$ cat src/sv/ced_pkg.sv
// -----------------------------------------------------------------------------
// ced_pkg - shared types and constants for the character edit distance block
// Operation codes, sequencer states and result field widths.
// -----------------------------------------------------------------------------
`default_nettype none

package ced_pkg;

  localparam int DIST_W = 7;
  localparam int OP_W   = 2;

  localparam logic [OP_W-1:0] OP_LEFT   = 2'd0;
  localparam logic [OP_W-1:0] OP_RIGHT  = 2'd1;
  localparam logic [OP_W-1:0] OP_FINISH = 2'd2;

  localparam logic [DIST_W-1:0] DIST_MAX = 7'd127;

  typedef enum logic [3:0] {
    ST_IDLE  = 4'b0001,
    ST_PRIME = 4'b0010,
    ST_CELL  = 4'b0100,
    ST_FIN   = 4'b1000
  } ced_state_t;

endpackage

`default_nettype wire

$ cat src/sv/char_edit_distance.sv
// -----------------------------------------------------------------------------
// char_edit_distance - Levenshtein distance between two character strings
// Left characters fill a store; each right character sweeps one table row
// through a single compare/min/increment unit; finish emits the distance.
// -----------------------------------------------------------------------------
// Timing: a left character, a dropped word or an unused op is taken in the idle
// state without leaving it. A right character goes through a prime state for
// the memory reads, then walks the row one cell per cycle through the single
// cell unit, with one read and one write of the row memory per cell; it stays
// idle when the left string is empty. A finish word goes through the finish
// state, which waits while the previous result is still held by out_stall.
// in_stall is high while the block is out of idle. No clearing pass is needed
// after reset or finish: the first row is seeded from the column index rather than from memory.
`default_nettype none

module char_edit_distance #(
  parameter int MAX_LEN    = 64,
  parameter int CHAR_WIDTH = 31
) (
  input  wire logic                        clk,
  input  wire logic                        rst_n,
  input  wire logic                        in_valid,
  output logic                             in_stall,
  input  wire logic [ced_pkg::OP_W-1:0]    in_op,
  input  wire logic [CHAR_WIDTH-1:0]       in_char_value,
  output logic                             out_valid,
  input  wire logic                        out_stall,
  output logic [ced_pkg::DIST_W-1:0]       out_distance,
  output logic                             out_overflow
);

  import ced_pkg::*;

  localparam int DW   = $clog2(MAX_LEN + 1);
  localparam int SW   = (MAX_LEN > 1) ? $clog2(MAX_LEN) : 1;
  localparam int EXTW = DW + DIST_W;
  localparam logic [DW-1:0] MAX_CNT = DW'(MAX_LEN);
  localparam logic [DW-1:0] ONE     = DW'(1);

  // storage
  logic [CHAR_WIDTH-1:0] left_mem [MAX_LEN];
  logic [DW-1:0]         row_mem  [MAX_LEN+1];

  ced_state_t            state_r, state_nxt;
  logic [DW-1:0]         left_count_r, left_count_nxt;
  logic [DW-1:0]         right_count_r, right_count_nxt;
  logic                  overflow_r, overflow_nxt;
  logic [DW-1:0]         idx_r, idx_nxt;
  logic [DW-1:0]         diag_r, diag_nxt;
  logic [DW-1:0]         lft_r, lft_nxt;
  logic                  first_r, first_nxt;
  logic [CHAR_WIDTH-1:0] ch_r, ch_nxt;
  logic                  out_valid_r, out_valid_nxt;
  logic [DIST_W-1:0]     out_distance_r, out_distance_nxt;
  logic                  out_overflow_r, out_overflow_nxt;

  logic                  accept;
  logic                  store_wr_en;
  logic                  row_wr_en;
  logic                  store_rd_en;
  logic                  row_rd_en;
  logic [SW-1:0]         store_rd_addr;
  logic [DW-1:0]         row_rd_addr;
  logic [CHAR_WIDTH-1:0] store_q;
  logic [DW-1:0]         row_q;

  logic [DW-1:0]         up;
  logic [DW-1:0]         min_a;
  logic [DW-1:0]         min_b;
  logic [DW-1:0]         cell_nv;
  logic                  last_cell;
  logic [DW-1:0]         dist_raw;
  logic [EXTW-1:0]       dist_ext;
  logic                  out_free;

  assign accept    = in_valid && !in_stall;
  assign in_stall  = (state_r != ST_IDLE);
  assign out_free  = !out_valid_r || !out_stall;
  assign last_cell = (idx_r == left_count_r);

  // cell unit: one table entry per use
  assign up      = first_r ? idx_r : row_q;
  assign min_a   = (up < lft_r) ? up : lft_r;
  assign min_b   = (min_a < diag_r) ? min_a : diag_r;
  assign cell_nv = (store_q == ch_r) ? diag_r : (min_b + ONE);

  // finish value: row entry zero and the untouched first row are not stored
  always_comb begin
    if (left_count_r == '0) begin
      dist_raw = right_count_r;
    end else if (right_count_r == '0) begin
      dist_raw = left_count_r;
    end else begin
      dist_raw = row_q;
    end
  end
  assign dist_ext = EXTW'(dist_raw);

  // memory ports
  assign store_wr_en = accept && (in_op == OP_LEFT) && (right_count_r == '0) &&
                       (left_count_r < MAX_CNT);
  assign row_wr_en   = (state_r == ST_CELL);

  always_comb begin
    store_rd_en   = 1'b0;
    row_rd_en     = 1'b0;
    store_rd_addr = '0;
    row_rd_addr   = left_count_r;
    case (state_r)
      ST_IDLE: begin
        row_rd_en = 1'b1;
      end
      ST_PRIME: begin
        store_rd_en = 1'b1;
        row_rd_en   = 1'b1;
        row_rd_addr = ONE;
      end
      ST_CELL: begin
        store_rd_en   = !last_cell;
        row_rd_en     = !last_cell;
        store_rd_addr = idx_r[SW-1:0];
        row_rd_addr   = idx_r + ONE;
      end
      default: begin
        store_rd_en = 1'b0;
      end
    endcase
  end

  always_ff @(posedge clk) begin
    if (store_wr_en) begin
      left_mem[left_count_r[SW-1:0]] <= in_char_value;
    end
    if (store_rd_en) begin
      store_q <= left_mem[store_rd_addr];
    end
  end

  always_ff @(posedge clk) begin
    if (row_wr_en) begin
      row_mem[idx_r] <= cell_nv;
    end
    if (row_rd_en) begin
      row_q <= row_mem[row_rd_addr];
    end
  end

  // sequencer
  always_comb begin
    state_nxt        = state_r;
    left_count_nxt   = left_count_r;
    right_count_nxt  = right_count_r;
    overflow_nxt     = overflow_r;
    idx_nxt          = idx_r;
    diag_nxt         = diag_r;
    lft_nxt          = lft_r;
    first_nxt        = first_r;
    ch_nxt           = ch_r;
    out_valid_nxt    = out_valid_r && out_stall;
    out_distance_nxt = out_distance_r;
    out_overflow_nxt = out_overflow_r;
    case (state_r)
      ST_IDLE: begin
        if (accept) begin
          case (in_op)
            OP_LEFT: begin
              if (right_count_r == '0) begin
                if (left_count_r < MAX_CNT) begin
                  left_count_nxt = left_count_r + ONE;
                end else begin
                  overflow_nxt = 1'b1;
                end
              end
            end
            OP_RIGHT: begin
              if (right_count_r >= MAX_CNT) begin
                overflow_nxt = 1'b1;
              end else if (left_count_r == '0) begin
                right_count_nxt = right_count_r + ONE;
              end else begin
                diag_nxt  = right_count_r;
                lft_nxt   = right_count_r + ONE;
                first_nxt = (right_count_r == '0);
                ch_nxt    = in_char_value;
                idx_nxt   = ONE;
                state_nxt = ST_PRIME;
              end
            end
            OP_FINISH: begin
              state_nxt = ST_FIN;
            end
            default: begin
              state_nxt = ST_IDLE;
            end
          endcase
        end
      end
      ST_PRIME: begin
        state_nxt = ST_CELL;
      end
      ST_CELL: begin
        diag_nxt = up;
        lft_nxt  = cell_nv;
        if (last_cell) begin
          right_count_nxt = right_count_r + ONE;
          state_nxt       = ST_IDLE;
        end else begin
          idx_nxt = idx_r + ONE;
        end
      end
      ST_FIN: begin
        // hold until the output register is free
        if (out_free) begin
          out_valid_nxt    = 1'b1;
          out_distance_nxt = (dist_ext > EXTW'(DIST_MAX)) ? DIST_MAX
                                                          : dist_ext[DIST_W-1:0];
          out_overflow_nxt = overflow_r;
          left_count_nxt   = '0;
          right_count_nxt  = '0;
          overflow_nxt     = 1'b0;
          state_nxt        = ST_IDLE;
        end
      end
      default: begin
        state_nxt = ST_IDLE;
      end
    endcase
  end

  always_ff @(posedge clk) begin
    if (!rst_n) begin
      state_r       <= ST_IDLE;
      left_count_r  <= '0;
      right_count_r <= '0;
      overflow_r    <= 1'b0;
      out_valid_r   <= 1'b0;
    end else begin
      state_r       <= state_nxt;
      left_count_r  <= left_count_nxt;
      right_count_r <= right_count_nxt;
      overflow_r    <= overflow_nxt;
      out_valid_r   <= out_valid_nxt;
    end
  end

  always_ff @(posedge clk) begin
    idx_r          <= idx_nxt;
    diag_r         <= diag_nxt;
    lft_r          <= lft_nxt;
    first_r        <= first_nxt;
    ch_r           <= ch_nxt;
    out_distance_r <= out_distance_nxt;
    out_overflow_r <= out_overflow_nxt;
  end

  assign out_valid    = out_valid_r;
  assign out_distance = out_distance_r;
  assign out_overflow = out_overflow_r;

endmodule

`default_nettype wire

$ cat config.mk
export PLATFORM = sky130hd
export DESIGN_NAME = char_edit_distance
export DESIGN_NICKNAME = d
export VERILOG_FILES = /design/src/sv/ced_pkg.sv /design/src/sv/char_edit_distance.sv
export SDC_FILE = /design/constraint.sdc
export NUM_CORES = 2
export LEC_CHECK = 0
export BUFFER_PORTS_ARGS = -buffer_cell sky130_fd_sc_hd__buf_2
export CAP_MARGIN = 20
export CORE_MARGIN = 3
export CORE_UTILIZATION = 45
export CTS_CLUSTER_DIAMETER = 150
export CTS_CLUSTER_SIZE = 16
export DETAILED_ROUTE_END_ITERATION = 6
export HOLD_SLACK_MARGIN = 0.08
export SLEW_MARGIN = 20
export SYNTH_ARGS = -nofsm -noshare
export SYNTH_HDL_FRONTEND = slang
export SYNTH_SLANG_ARGS = --single-unit
export TNS_END_PERCENT = 100
$ cat constraint.sdc
create_clock -name clk -period 9.55 [get_ports clk]
set_input_delay 1.91 -clock clk [delete_from_list [all_inputs] [get_ports clk]]
set_output_delay 1.91 -clock clk [all_outputs]
set_load 0.05 [all_outputs]
# Word level (Yosys, flattened, before mapping)
# Memories as Yosys holds them, arrays and structs flattened. A register that Yosys moved wholly into a read port is not among the register bits.
# Index checks and enable logic that the tools add are counted.
[word_totals]
ff_bits = 81
latchBits = 0
ramBits = 2439
rom_bits = 0
input_bits = 37
out_inout_bits = 10
word_cells = 135
memories = 2
[mem_list]
columns = ["memory", "depth", "word_bits", "rd", "rd_ports_with_merged_regs", "write_ports", "line_no", "source"]
rows = [
  ["left_mem", 64, 31, 1, 1, 1, "char_edit_distance.sv:41", "logic [CHAR_WIDTH-1:0] left_mem [MAX_LEN];"],
  ["row_mem", 65, 7, 1, 1, 1, "char_edit_distance.sv:42", "logic [DW-1:0] row_mem [MAX_LEN+1];"],
]
[classes]
addsub = 4
mul = 0
div = 0
magnitude_cmp = 5
eq_ne = 27
shifts = 0
n_mux = 58
n_bitwise = 2
reduce_logical = 25
[ops]
columns = ["cell", "count"]
rows = [
  ["$mux W7", 29],
  ["$pmux W7 S2", 5],
  ["$eq A31 B31 Y1", 1],
  ["$add A7 B1 Y7 const B", 4],
  ["$pmux W7 S3", 1],
  ["$mux W4", 5],
  ["$ne A2 B2 Y1 const B", 10],
  ["$reduce_and A6 Y1", 3],
  ["$pmux W4 S4", 1],
  ["$ne A3 B3 Y1 const B", 5],
  ["$logic_not A7 Y1", 2],
  ["$lt A7 B7 Y1", 2],
  ["$reduce_and A7 Y1", 2],
  ["$pmux W4 S3", 1],
  ["$mux W1", 11],
  ["$reduce_and A5 Y1", 2],
  ["$pmux W1 S2", 4],
  ["$eq A7 B7 Y1", 1],
  ["$ge A7 B7 Y1 const B", 1],
  ["$gt A7 B7 Y1 const B", 1],
  ["$lt A7 B7 Y1 const B", 1],
  ["$mux W6", 1],
  ["$logic_and A1 B1 Y1", 5],
  ["$eq A4 B1 Y1 const B", 1],
  ["16 further kinds", 22],
]

# Depth between registers and ports, before layout
[logic_depth]
ltp_word = 8
mapped_depth = 27
mapped_depth_nobuf = 23

# Worst setup path before layout
# No wires, ideal clock.
[synth_timing]
kind = "flip-flop to flip-flop"
startpoint = "register idx_r[4]"
endpoint = "register lft_r[4], data pin"
arrival_ps = 6876
t_required_ps = 9281
slack_ps = 2405
stages_incl_launch_ff = 27
period_less_slack_ps = 7145
path_cell_list = "edfxtp_1 > clkbuf_1 > mux2i_1 > inv_1 > ha_1 > a21o_1 > a21o_1 > a221oi_4 > buf_2 > mux2i_1 > inv_1 > ha_1 > a21o_1 > a21o_1 > a2111oi_0 > mux2i_1 > and2_4 > buf_2 > mux2_2 > ha_1 > clkbuf_1 > nand3_1 > mux2i_1 > xnor2_1 > nand3b_1 > o2111ai_1 > mux2_2"
[synth_between]
elab_chain_cells = 8
[synth_rtl]
columns = ["item", "line_no", "source"]
rows = [
  ["start, declared", "char_edit_distance.sv:48", "logic [DW-1:0] idx_r, idx_nxt;"],
  ["start signal, assigned", "char_edit_distance.sv:247", "idx_r <= idx_nxt;"],
  ["$mux W7 (*)", "char_edit_distance.sv:82", "assign up = first_r ? idx_r : row_q;"],
  ["$lt A7 B7 Y1", "char_edit_distance.sv:83", "assign min_a = (up < lft_r) ? up : lft_r;"],
  ["$mux W7 (*)", "char_edit_distance.sv:83", ""],
  ["$lt A7 B7 Y1", "char_edit_distance.sv:84", "assign min_b = (min_a < diag_r) ? min_a : diag_r;"],
  ["$mux W7 (*)", "char_edit_distance.sv:84", ""],
  ["$add A7 B1 Y7 (*)", "char_edit_distance.sv:85", "assign cell_nv = (store_q == ch_r) ? diag_r : (min_b + ONE);"],
  ["$mux W7 (*)", "char_edit_distance.sv:85", ""],
  ["net cell_nv[4]", "char_edit_distance.sv:70", "logic [DW-1:0] cell_nv;"],
  ["$pmux W7 S2 (*)", "char_edit_distance.sv:162", "case (state_r)"],
  ["net lft_nxt[4]", "char_edit_distance.sv:50", "logic [DW-1:0] lft_r, lft_nxt;"],
  ["end signal, assigned", "char_edit_distance.sv:249", "lft_r <= lft_nxt;"],
  ["end, declared", "char_edit_distance.sv:50", ""],
]
# Mark *: on every way through the listed nets, which the timed path passes. The rest lies on a longest branch.
# A chain may end at the register's enable or synchronous reset.

# Final worst setup path
[layout_timing]
startpoint = "register first_r"
endpoint = "memory row_mem[44][6] (netlist name), data pin"
[layout_between]
elab_chain_cells = 7
[layout_rtl]
columns = ["item", "line_no", "source"]
rows = [
  ["start, declared", "char_edit_distance.sv:51", "logic first_r, first_nxt;"],
  ["start signal, assigned", "char_edit_distance.sv:250", "first_r <= first_nxt;"],
  ["$mux W7 (*)", "char_edit_distance.sv:82", ""],
  ["$lt A7 B7 Y1", "char_edit_distance.sv:83", ""],
  ["$mux W7 (*)", "char_edit_distance.sv:83", ""],
  ["$lt A7 B7 Y1", "char_edit_distance.sv:84", ""],
  ["$mux W7 (*)", "char_edit_distance.sv:84", ""],
  ["$add A7 B1 Y7 (*)", "char_edit_distance.sv:85", ""],
  ["$mux W7 (*)", "char_edit_distance.sv:85", ""],
  ["net cell_nv[6]", "char_edit_distance.sv:70", ""],
  ["end, declared", "char_edit_distance.sv:42", ""],
]
# Marks and branches as above.

==> results.ini <==
[detailed_routing]
drt-pass1-iter-count=7
finalWirelength_mm=285
wire_per_inst_um=28.8
drt-initial-drc-count=7979
viasPerCell=6.18
ant_nets=0
drc=4
vias=61170

[hold_path]
hp-class=reg2reg
hold_path_depth=2
worst_hold_path.endpoint=overflow_r
hold_start=overflow_r

[die]
rows=174
dieArea_um2=232000
io_pins=47
fp.dieH_um=482
core-area_um2=225000
start_util_pct=45.3
die_x_um=482

[setup_path]
required_ps=10200
crit_family=compound AO/OA/AOI/OAI gates
cp_slowest_cell=a221oi_4
cp_max_fo=34
path_class=reg2reg
cp-start-kind=flip-flop
crit_top_cell=a21o_1
r2r_cells=20
end_kind=flip-flop
ff2ff_setup_slack_ps=2330
r2r_start=first_r
arrival_ps=7870
reg2reg_to=row_mem[44][6]
worstPathCellList=mux2i_1 > inv_1 > ha_1 > a21o_1 > a21o_1 > a221oi_4 > mux2i_1 > inv_1 > ha_1 > a21o_1 > a21o_1 > a2111oi_0 > mux2i_1 > and2_4 > mux2_2 > ha_1 > o21ai_0 > o311ai_0 > a32o_2 > buf_4
critical_path_buf_inv_count=3
critPathMaxStageDelay_ps=790

[timing]
setup_viol=0
min_period_ps=7220
finalHoldViolCount=0
tightest_slew_ps=1240
fmaxAchievable_mhz=139
worst_slack_ps=2330
slew-limit-headroom_pct=16.2
period_share_pct=75.6
drv_slew=0
setup_tns_ps=0
rsz0062_at_grt=no
clock_skew_ps=59.9

[placed_design]
post-place-ws_ps=2370
dp_hpwl_mm=155
port-buffer-count=46
finalWeightedCongestion=0.838
postPlaceCellArea_um2=106000

[yosys]
synthesis.area_um2=102000
syn_area_per_cell_um2=14.6
synth-warning-count=0
synth_fp_nets=7028
synth_edf_count=2538
ys.flop_type=edfxtp_1
synthArstFlopShare_pct=0
synth_cell_types=90
synth_cells=6970
synth-seq-cells=2558
ys_seq_area_share_pct=75.1

[clock_tree]
cts_sinks=2558
cts_root_buf=clkbuf_16
cts_resized=0
post_cts.repair.setup_buffers=0
htree_levels=4
cts_tree=yes
cts.reportedPaths.clkPinSlew_ps=80
cts_buffers=177
cts_hold_buf=0
cts_buffer_depth=3
clock_latency_ps=870

[global_route]
grt_pass1_vias=58328
grt_use_total_pct=24.2
grt_pass1_wl_mm=415
grt_max_degree=187
antenna_found_initial=17
overflow=0

[status]
status=finished, violations left
violations=DRC

[power_and_ir_drop]
clockPowerShare_pct=34.3
p_int_mw=16.1
ir_drop_mv=0.175
p_comb_share_pct=4.8
powerDensity_nw_per_um2=186
power_switching_mw=4.50
seqPwrFrac_pct=60.9
sw_frac_of_total_pct=21.8
p_leak_nw=35.6

[layout]
syn_to_final_growth_pct=9.03
design_area_um2=111000
drive_gt1_share_pct=8.57
fin_nets=6936

[run]
cap_violations=0

tightest hold or removal path: stages (launching register included):
cell and delay [ps]:
dfxtp_1 330, inv_1 50, a21oi_1 50
power by group through the flow:
stage	clock network, mW	logic [mW]	registers, mW
after floorplan	0	0.485	12.8
after global placement	0	0.963	12.8
after detailed placement	0	0.988	12.8
after CTS	7.20	0.990	12.6
after global routing	7.60	1.07	12.6
final	7.08	0.987	12.6
worst max-delay path by stage:
| stage | start | end | slack [ps] | cells after the start |
|---|---|---|---|---|
| CTS | first_r | row_mem[44][6] | 2320 | 20 |
| floorplan | idx_r[4] | lft_r[4] | 2410 | 26 |
| finish | first_r | row_mem[44][6] | 2330 | 20 |
| detailed placement | first_r | row_mem[64][6] | 2370 | 20 |
| global route | first_r | row_mem[36][6] | 1720 | 21 |
| global placement | first_r | row_mem[64][6] | 2450 | 21 |
final cells by class:
cell class	instances	area, µm²
diodes	7	17.5
clock buffers	193	4510
clock inverters	14	317
fillers	18950	114000
inverters	40	158
multi-input cells	3859	23900
flip-flops and latches	2558	76600
well taps	2992	3740
repair buffers	242	1980
stage by stage:
step	cells	total power [mW]	utilization (%)	hold WS, ps
finish	9905	20.6	49.4	476
global route	9903	21.2	49.4	477
CTS	9890	20.8	49.3	474
detailed placement	9683	13.8	47.2	463
global placement	9680	13.8	47.1	476
floorplan	6970	13.3	-	408
cell families after synthesis:
kind of cell               synth area share, %
DFF                                       75.1
and+or+nand+nor                           9.66
AOI/OAI and AO/OA                         8.71
buffers and inverters                     2.13
muxes                                     3.66
xor gates and xnor gates                 0.472
adders and majority gates                0.258
state kept, by name, indices dropped and copies added (netlist names):
name,count
ch_r,31
diag_r,7
first_r,1
idx_r,7
left_count_r,7
left_mem,1984
lft_r,7
out_distance,7
out_overflow,1
out_valid,1
overflow_r,1
right_count_r,7
row_mem,455
row_q,7
state_r,4
store_q,31
synth_stat cells (all sizes together) (7+ instances only):
cell type / count / area (µm²)
a31oi: 62 / 388
o221ai: 185 / 1620
mux4: 38 / 856
or3: 7 / 43.8
buf: 114 / 528
xnor2: 29 / 254
dfxtp: 20 / 400
a221o: 7 / 70.1
o21ai: 77 / 393
nor4: 38 / 244
a311oi: 117 / 1020
nand3b: 7 / 52.6
ha: 21 / 263
o2111ai: 36 / 322
clkbuf: 399 / 1500
inv: 39 / 146
a2111oi: 15 / 150
and3: 140 / 876
a211oi: 136 / 1020
o22ai: 12 / 75.1
o22a: 93 / 815
and2: 17 / 109
o31ai: 32 / 240
a21oi: 392 / 1960
o311ai: 32 / 280
mux2i: 276 / 2770
nand3: 619 / 3100
a21o: 10 / 75.1
nor3: 13 / 65.1
edfxtp: 2538 / 76200
nor2: 261 / 985
mux2: 10 / 113
nand2: 1039 / 3900
xor2: 26 / 228
nor2b: 8 / 50.1
nand4: 30 / 188
routing by layer:
| metal | routed length [µm] | up-vias | part of all wire (%) | global-route usage [%] |
|---|---|---|---|---|
| met5 | 32 | - | 0.011 | 0 |
| met4 | 8560 | 6 | 3.0 | 6.98 |
| met3 | 22600 | 423 | 7.9 | 3.68 |
| met2 | 134000 | 2639 | 47 | 38.0 |
| met1 | 120000 | 31387 | 42 | 35.2 |
| li1 | - | 26715 | - | - |
cells in the final DEF, fill, tap and decap left out, drive strengths merged, types with 140 or more instances in the layout:
cell and count:
mux2i 276, nor2 261, buf 242, clkbuf 193
nand3 619, and3 140, nand2 1039, a21oi 392
o221ai 185, edfxtp 2538
Note: power is estimated with default switching activity, not from simulation.
